--- src/rep_pkg.sv ---
// Shared constants and control types for the range partition block.
// Used by the interfaces, the controller, the datapath and the top level.
`default_nettype none

package rep_pkg;

    localparam int MAX_PARTS = 63;
    localparam int IDX_W     = 32;
    localparam int PART_W    = 6;
    // A range length can reach 2^32, so it needs one bit more than an index.
    localparam int LEN_W     = IDX_W + 1;
    // The divider retires one quotient bit per cycle.
    localparam int DIV_STEPS = LEN_W;
    localparam int CNT_W     = $clog2(DIV_STEPS);

    typedef struct packed {
        logic load;
        logic div_step;
        logic advance;
    } ctrl_cmd_t;

    typedef struct packed {
        logic err;
        logic last;
    } dp_status_t;

endpackage

`default_nettype wire

--- src/rep_if.sv ---
// Handshake channels of the range partition block: ranges in, boundaries out.
// Depends on rep_pkg for field widths.
`default_nettype none

interface rep_range_if;
    import rep_pkg::*;

    logic             valid;
    logic             ready;
    logic [IDX_W-1:0] range_start;
    logic [IDX_W-1:0] range_end;

    modport source (output valid, output range_start, output range_end, input ready);
    modport sink (input valid, input range_start, input range_end, output ready);
endinterface

interface rep_bound_if;
    import rep_pkg::*;

    logic             valid;
    logic             ready;
    logic [IDX_W-1:0] boundary;
    logic             last_boundary;
    logic             range_error;

    modport source (output valid, output boundary, output last_boundary,
                    output range_error, input ready);
    modport sink (input valid, input boundary, input last_boundary,
                  input range_error, output ready);
endinterface

`default_nettype wire

--- src/rep_datapath.sv ---
// Datapath: part count register, bit-serial divider and boundary accumulator.
// Depends on rep_pkg; driven by commands from rep_controller.
`default_nettype none

module rep_datapath (
    input  wire logic                      clk,
    input  wire logic                      rst_n,
    input  wire logic                      cfg_we,
    input  wire logic [rep_pkg::PART_W-1:0] cfg_data,
    input  wire logic [rep_pkg::IDX_W-1:0] range_start,
    input  wire logic [rep_pkg::IDX_W-1:0] range_end,
    input  rep_pkg::ctrl_cmd_t             cmd,
    output rep_pkg::dp_status_t            status,
    output logic [rep_pkg::IDX_W-1:0]      boundary,
    output logic                           range_error
);
    import rep_pkg::*;

    logic [PART_W-1:0] part_count_reg;
    logic [PART_W-1:0] parts;
    logic [LEN_W-1:0]  len;
    logic [PART_W-1:0] n_sel;
    logic              bad_range;

    logic              err_reg;
    logic [IDX_W-1:0]  bnd_reg;
    logic [LEN_W-1:0]  quo_reg;
    logic [PART_W-1:0] rem_reg;
    logic [PART_W-1:0] n_reg;
    logic [PART_W-1:0] k_reg;

    logic [PART_W:0]   trial;
    logic              fits;
    logic [PART_W:0]   diff;
    logic              extra;

    always_ff @(posedge clk or negedge rst_n)
    begin
        if (!rst_n)
        begin
            part_count_reg <= PART_W'(1);
        end
        else if (cfg_we)
        begin
            part_count_reg <= cfg_data;
        end
    end

    always_comb
    begin
        if (part_count_reg == '0)
        begin
            parts = PART_W'(1);
        end
        else if (part_count_reg > PART_W'(MAX_PARTS))
        begin
            parts = PART_W'(MAX_PARTS);
        end
        else
        begin
            parts = part_count_reg;
        end
        bad_range = range_end < range_start;
        len       = {1'b0, range_end} - {1'b0, range_start} + LEN_W'(1);
        // Never more parts than there are indices in the range.
        n_sel     = (len < LEN_W'(parts)) ? len[PART_W-1:0] : parts;
    end

    // One restoring division step: the dividend shifts out of the quotient
    // register while quotient bits shift in behind it.
    always_comb
    begin
        trial = {rem_reg, quo_reg[LEN_W-1]};
        fits  = trial >= {1'b0, n_reg};
        diff  = trial - {1'b0, n_reg};
        extra = k_reg < rem_reg;
    end

    always_ff @(posedge clk)
    begin
        if (cmd.load)
        begin
            err_reg <= bad_range;
            bnd_reg <= bad_range ? '0 : range_start;
            quo_reg <= len;
            rem_reg <= '0;
            n_reg   <= n_sel;
            k_reg   <= '0;
        end
        else if (cmd.div_step)
        begin
            rem_reg <= fits ? diff[PART_W-1:0] : trial[PART_W-1:0];
            quo_reg <= {quo_reg[LEN_W-2:0], fits};
        end
        else if (cmd.advance)
        begin
            // The first remainder-many parts are one index longer.
            bnd_reg <= bnd_reg + quo_reg[IDX_W-1:0] + IDX_W'(extra);
            k_reg   <= k_reg + PART_W'(1);
        end
    end

    assign status.err   = err_reg;
    assign status.last  = err_reg || (k_reg == n_reg);
    assign boundary     = bnd_reg;
    assign range_error  = err_reg;

endmodule

`default_nettype wire

--- src/rep_controller.sv ---
// Controller state machine: accepts a range, runs the divider, emits boundaries.
// Depends on rep_pkg for the command and status types.
`default_nettype none

module rep_controller (
    input  wire logic           clk,
    input  wire logic           rst_n,
    input  wire logic           in_valid,
    output logic                in_ready,
    output logic                out_valid,
    input  wire logic           out_ready,
    input  rep_pkg::dp_status_t status,
    output rep_pkg::ctrl_cmd_t  cmd
);
    import rep_pkg::*;

    typedef enum logic [1:0] {
        ST_IDLE,
        ST_DIV,
        ST_EMIT
    } state_t;

    state_t           state_reg;
    logic [CNT_W-1:0] cnt_reg;

    always_ff @(posedge clk or negedge rst_n)
    begin
        if (!rst_n)
        begin
            state_reg <= ST_IDLE;
            cnt_reg   <= '0;
        end
        else
        begin
            case (state_reg)
                ST_IDLE:
                begin
                    cnt_reg <= '0;
                    if (in_valid)
                    begin
                        state_reg <= ST_DIV;
                    end
                end
                ST_DIV:
                begin
                    // A reversed range has nothing to divide.
                    if (status.err || cnt_reg == CNT_W'(DIV_STEPS - 1))
                    begin
                        state_reg <= ST_EMIT;
                        cnt_reg   <= '0;
                    end
                    else
                    begin
                        cnt_reg <= cnt_reg + CNT_W'(1);
                    end
                end
                ST_EMIT:
                begin
                    if (out_ready && status.last)
                    begin
                        state_reg <= ST_IDLE;
                    end
                end
                default:
                begin
                    state_reg <= ST_IDLE;
                end
            endcase
        end
    end

    always_comb
    begin
        in_ready     = state_reg == ST_IDLE;
        out_valid    = state_reg == ST_EMIT;
        cmd.load     = in_ready && in_valid;
        cmd.div_step = (state_reg == ST_DIV) && !status.err;
        cmd.advance  = out_valid && out_ready && !status.last;
    end

endmodule

`default_nettype wire

--- src/range_equal_partition_core.sv ---
// Top level of the range partition block: joins controller and datapath.
// Depends on rep_pkg, rep_if, rep_controller and rep_datapath.
//
//   channel     dir  handshake     payload
//   ranges      in   valid/ready   range_start, range_end
//   boundaries  out  valid/ready   boundary, last_boundary, range_error
//   cfg         in   cfg_we        cfg_data (part_count)
//
// An item is accepted, the divider then retires one quotient bit per cycle, and
// then the n+1 boundaries are emitted as the receiver takes them.
// A reversed range skips the division steps and has a single result.
// The boundary registers hold each result until it is taken; the next range
// is accepted after the last boundary leaves. Reset sets part_count to 1.
`default_nettype none

module range_equal_partition_core (
    input  wire logic                      clk,
    input  wire logic                      rst_n,
    input  wire logic                      cfg_we,
    input  wire logic [rep_pkg::PART_W-1:0] cfg_data,
    rep_range_if.sink                      ranges,
    rep_bound_if.source                    boundaries
);
    import rep_pkg::*;

    ctrl_cmd_t  cmd;
    dp_status_t status;

    rep_controller u_ctrl (
        .clk       (clk),
        .rst_n     (rst_n),
        .in_valid  (ranges.valid),
        .in_ready  (ranges.ready),
        .out_valid (boundaries.valid),
        .out_ready (boundaries.ready),
        .status    (status),
        .cmd       (cmd)
    );

    rep_datapath u_dp (
        .clk         (clk),
        .rst_n       (rst_n),
        .cfg_we      (cfg_we),
        .cfg_data    (cfg_data),
        .range_start (ranges.range_start),
        .range_end   (ranges.range_end),
        .cmd         (cmd),
        .status      (status),
        .boundary    (boundaries.boundary),
        .range_error (boundaries.range_error)
    );

    assign boundaries.last_boundary = status.last;

endmodule

`default_nettype wire

--- src/flat_wrapper.sv ---
// flat-port wrapper written by rule: the top's interface ports become plain ports
module range_equal_partition_core_flat import rep_pkg::*;
  (clk, rst_n, cfg_we, cfg_data, ranges_valid, ranges_range_start, ranges_range_end, ranges_ready, boundaries_valid, boundaries_boundary, boundaries_last_boundary, boundaries_range_error, boundaries_ready);
  rep_range_if ranges_i ();
  rep_bound_if boundaries_i ();
  input  wire logic clk;
  input  wire logic rst_n;
  input  wire logic cfg_we;
  input  wire logic [rep_pkg::PART_W-1:0] cfg_data;
  input wire logic [$bits(ranges_i.valid)-1:0] ranges_valid;
  input wire logic [$bits(ranges_i.range_start)-1:0] ranges_range_start;
  input wire logic [$bits(ranges_i.range_end)-1:0] ranges_range_end;
  output wire logic [$bits(ranges_i.ready)-1:0] ranges_ready;
  output wire logic [$bits(boundaries_i.valid)-1:0] boundaries_valid;
  output wire logic [$bits(boundaries_i.boundary)-1:0] boundaries_boundary;
  output wire logic [$bits(boundaries_i.last_boundary)-1:0] boundaries_last_boundary;
  output wire logic [$bits(boundaries_i.range_error)-1:0] boundaries_range_error;
  input wire logic [$bits(boundaries_i.ready)-1:0] boundaries_ready;
  assign ranges_i.valid = ranges_valid;
  assign ranges_i.range_start = ranges_range_start;
  assign ranges_i.range_end = ranges_range_end;
  assign ranges_ready = ranges_i.ready;
  assign boundaries_valid = boundaries_i.valid;
  assign boundaries_boundary = boundaries_i.boundary;
  assign boundaries_last_boundary = boundaries_i.last_boundary;
  assign boundaries_range_error = boundaries_i.range_error;
  assign boundaries_i.ready = boundaries_ready;
  range_equal_partition_core u_core (.clk(clk), .rst_n(rst_n), .cfg_we(cfg_we), .cfg_data(cfg_data), .ranges(ranges_i), .boundaries(boundaries_i));
endmodule
--- config.mk ---
export PLATFORM = sky130hd
export DESIGN_NAME = range_equal_partition_core_flat
export DESIGN_NICKNAME = d
export VERILOG_FILES = /design/src/rep_pkg.sv /design/src/rep_if.sv /design/src/rep_datapath.sv /design/src/rep_controller.sv /design/src/range_equal_partition_core.sv /design/src/flat_wrapper.sv
export SDC_FILE = /design/constraint.sdc
export NUM_CORES = 1
export LEC_CHECK = 0
export BUFFER_PORTS_ARGS = -buffer_cell sky130_fd_sc_hd__buf_2
export CORE_MARGIN = 2
export CORE_UTILIZATION = 39
export CTS_CLUSTER_SIZE = 16
export DETAILED_ROUTE_END_ITERATION = 8
export GPL_ROUTABILITY_DRIVEN = 1
export HOLD_SLACK_MARGIN = 0.12
export PLACE_DENSITY_LB_ADDON = 0.05
export SYNTH_ARGS = -nofsm -noshare
export SYNTH_HDL_FRONTEND = slang
export SYNTH_SLANG_ARGS = --single-unit
--- constraint.sdc ---
create_clock -name clk -period 5.8 [get_ports clk]
set_input_delay 1.45 -clock clk [delete_from_list [all_inputs] [get_ports clk]]
set_output_delay 1.45 -clock clk [all_outputs]
set_load 0.01 [all_outputs]
==> run summary <==
first-pass GRT wire length: 41.2 mm
Post-CTS Hold Buffers: 0
max incr delay on CP: 490 ps
CTS tree: done
Crit. End Element: register
# DRC: 0
top-area cell type share of the netlist area: 23.3%
vias in the first global route: 7645
Starting Density: 39.6%
leading area contributor after synthesis: edfxtp_1
Placed Instances: 1475
CP bufs+invs: 5
IO Pins: 111
Cell Chain, Critical Path: buf_2 > inv_1 > ha_1 > inv_1 > ha_1 > inv_1 > fa_1 > inv_1 > ha_1 > a21o_1 > a211oi_1 > o21ai_0 > o211a_1 > a2111o_1 > a211o_1 > nor4b_2 > nand4_1 > and4b_1 > nand4_4 > mux2_4
switching power total: 2.44 mW
fillers: 2408
most frequent cells in the layout: 119 x inv_1, 118 x nand2_1, 114 x ha_1, 110 x buf_2, 83 x o21ai_0
Critical Path RT: 5890 ps
clock power share: 10.5%
switch share: 45.3%
clock sink count: 98
post-synthesis sequential area ratio: 29.6%
Post-synth EDFFs: 72
Slew HR: 30.5%
Mean Syn Cell Area: 8.82 um^2
pwr/cell area: 510 nW/um^2
RSZ-0062 raised after global routing: no
fin crit period: 5440 ps
clock transition at the registers of the reported paths: 70 ps
Setup-failing EPs final: 0
share of flip-flops with an asynchronous set or reset: 14.3%
PortBufs: 110
Final Hold Fails: 0
wire per inst: 17.5 um
post-synth cell types: 87
post-route clock period utilization: 93.8%
worst path arrival time: 5540 ps
Clock Latency Late Sink: 350 ps
Slowest cell on crit path: fa_1
Mapped Cells: 1054
fin. max-slew vios: 0
clk_skew: 11.6 ps
initial antenna violation count: 0
Inserted Diodes: 0
Worst Path Class, Setup: in -> reg
largest net degree at the start of global routing: 70
Largest register FFs: 33
CTS resizes: 0
most used cell, CP: inv_1
total congestion overflow: 0
Post-synth top flop: edfxtp_1
die width: 158 um
Detailed Route WL: 26.0 mm
Internal: 2.95 mW
worst-margin pin slew: 1040 ps
global placer's final weighted congestion: 0.823
type of origin of the critical path: primary input
hpwl dp: 20.7 mm
syn_nets: 1262
Cell Area, Synth: 9300 um^2
maximum clock rate: 184 MHz
H-tree Lvls: 3
CTS Buf Count: 9
Synth Register Bits: 98
Vias: 7866
Post-Place Setup Slack: -11.5 ps
# rows: 56
Area Growth Syn to Fin: 13.5%
Avg Vias per Cell: 5.28
CTS Buffer Depth: 2
clock root buffer: clkbuf_16
total track usage: 21.2%
First DRT Iteration DRCs: 506
Leak: 4.75 nW
yosys synthesis warning count: 0
sequential share of power: 27.5%
maximum capacitance violations: 0
most common cell after layout, fill and taps aside: inv_1
TritonRoute pass-1 iters: 4
Post-CTS Setup Repair Bufs: 0
Layout Utilization: 45.0%
Nets: 1375
VDD IR max: 0.000198 V
fin cells: 1491
die height: 158 um
crit-path max FO: 5
slack of the critical path: 357 ps
Comb power frac: 62.0%
cell family with most CP delay: compound AO/OA/AOI/OAI gates
share of cells above drive strength 1: 15.4%
Cell Area, Placed: 10300 um^2
Core ar.: 23500 um^2
Area contributors post-synth: edfxtp_1 23%, ha_1 15%, inv_1 4.8%, nand2_1 4.8%, o21ai_0 4.5%
Final ANT Viol Nets: 0
die area: 25100 um^2
hold crit path type: reg -> reg
status: complete, no violations
Power Total: 5.38 mW
post-route design area: 10600 um^2
## through the flow
step                TNS, ps  hold WS [ps]
floorplan                 0           473
global placement          0           501
detailed placement    -31.4           512
CTS                       0           528
global route              0           547
finish                    0           515
## routing by layer
| layer | GRT usage [%] | vias to the layer above | part of all wire, % | wire, um |
|---|---|---|---|---|
| li1 | - | 3997 | - | - |
| met1 | 31.8 | 3717 | 51 | 13300 |
| met2 | 32.8 | 139 | 44 | 11500 |
| met3 | 2.72 | 13 | 3.9 | 1020 |
| met4 | 3.82 | 0 | 0.99 | 257 |
| met5 | 0 | - | 0 | 0 |
## cell usage after synthesis (all sizes together), types with 3 or more instances
| cell | n |
|---|---|
| o32ai | 3 |
| nor4 | 8 |
| a31oi | 8 |
| nor3b | 6 |
| dfrtp | 13 |
| nor3 | 9 |
| edfxtp | 72 |
| xnor2 | 42 |
| or2 | 6 |
| or3 | 5 |
| and3 | 5 |
| a211oi | 7 |
| o21a | 8 |
| a2111oi | 3 |
| and2 | 5 |
| inv | 120 |
| o211ai | 5 |
| a21o | 22 |
| o2111ai | 4 |
| or4 | 4 |
| a21oi | 67 |
| mux2 | 3 |
| and4 | 4 |
| o21ai | 86 |
| nor2 | 51 |
| clkbuf | 27 |
| a211o | 5 |
| fa | 19 |
| ha | 114 |
| nand4 | 12 |
| nand2 | 119 |
| o22ai | 30 |
| mux2i | 6 |
| o31ai | 8 |
| nand3 | 16 |
| dfxtp | 12 |
| a22o | 3 |
| nor2b | 19 |
| a41o | 4 |
| o21bai | 17 |
| xor2 | 22 |
| nand2b | 17 |
| o221ai | 3 |
## power groups by stage
| stage | Combinational, mW | Sequential (mW) | Clock (mW) |
|---|---|---|---|
| 2_1_floorplan | 2.41 | 1.47 | 0 |
| 3_3_place_gp | 3.33 | 1.50 | 0 |
| 3_5_place_dp | 3.32 | 1.50 | 0 |
| 4_1_cts | 3.35 | 1.49 | 0.577 |
| 5_1_grt | 3.76 | 1.52 | 0.603 |
| 6_report | 3.34 | 1.48 | 0.564 |
## worst paths after layout
kind | start | endpoint | slack, ps | cells past startpoint
setup / recovery | ranges_range_end[1] | u_core.u_dp.n_reg[1] | 360 | 20
hold / removal | u_core.u_dp.rem_reg[5] | u_core.u_dp.rem_reg[5] | 520 | 1
setup reg to reg | u_core.u_dp.rem_reg[1] | u_core.u_dp.boundary[30] | 770 | 22
hold reg to reg | u_core.u_dp.rem_reg[5] | u_core.u_dp.rem_reg[5] | 520 | 1
max in group asynchronous | rst_n | u_core.u_dp.part_count_reg[0] | 4480 | 1
min in group asynchronous | rst_n | u_core.u_dp.part_count_reg[2] | 1010 | 1
## cell families (layout without fill, tap and decap cells)
kind of cell	after synthesis	count (layout)	share of synthesized area (%)
xor gates and xnor gates	64	64	6.11
muxes	9	9	1.13
AOI/OAI and AO/OA	307	307	21.7
buffers and inverters	149	267	6.16
and+or+nand+nor	294	294	15.8
adders and majority gates	133	133	19.4
DFF	98	98	29.6
## cell type report
| type | instances | area [um^2] | share of cell area [%] |
|---|---|---|---|
| clock inverters | 6 | 33.8 | 0.320 |
| well taps | 319 | 399 | 3.78 |
| repair buffers | 131 | 708 | 6.71 |
| inverters | 120 | 450 | 4.27 |
| flip-flops and latches | 98 | 2750 | 26.1 |
| clock buffers | 10 | 229 | 2.17 |
| multi-input cells | 807 | 5980 | 56.6 |
No activity file was read; power rests on OpenSTA's default activity.
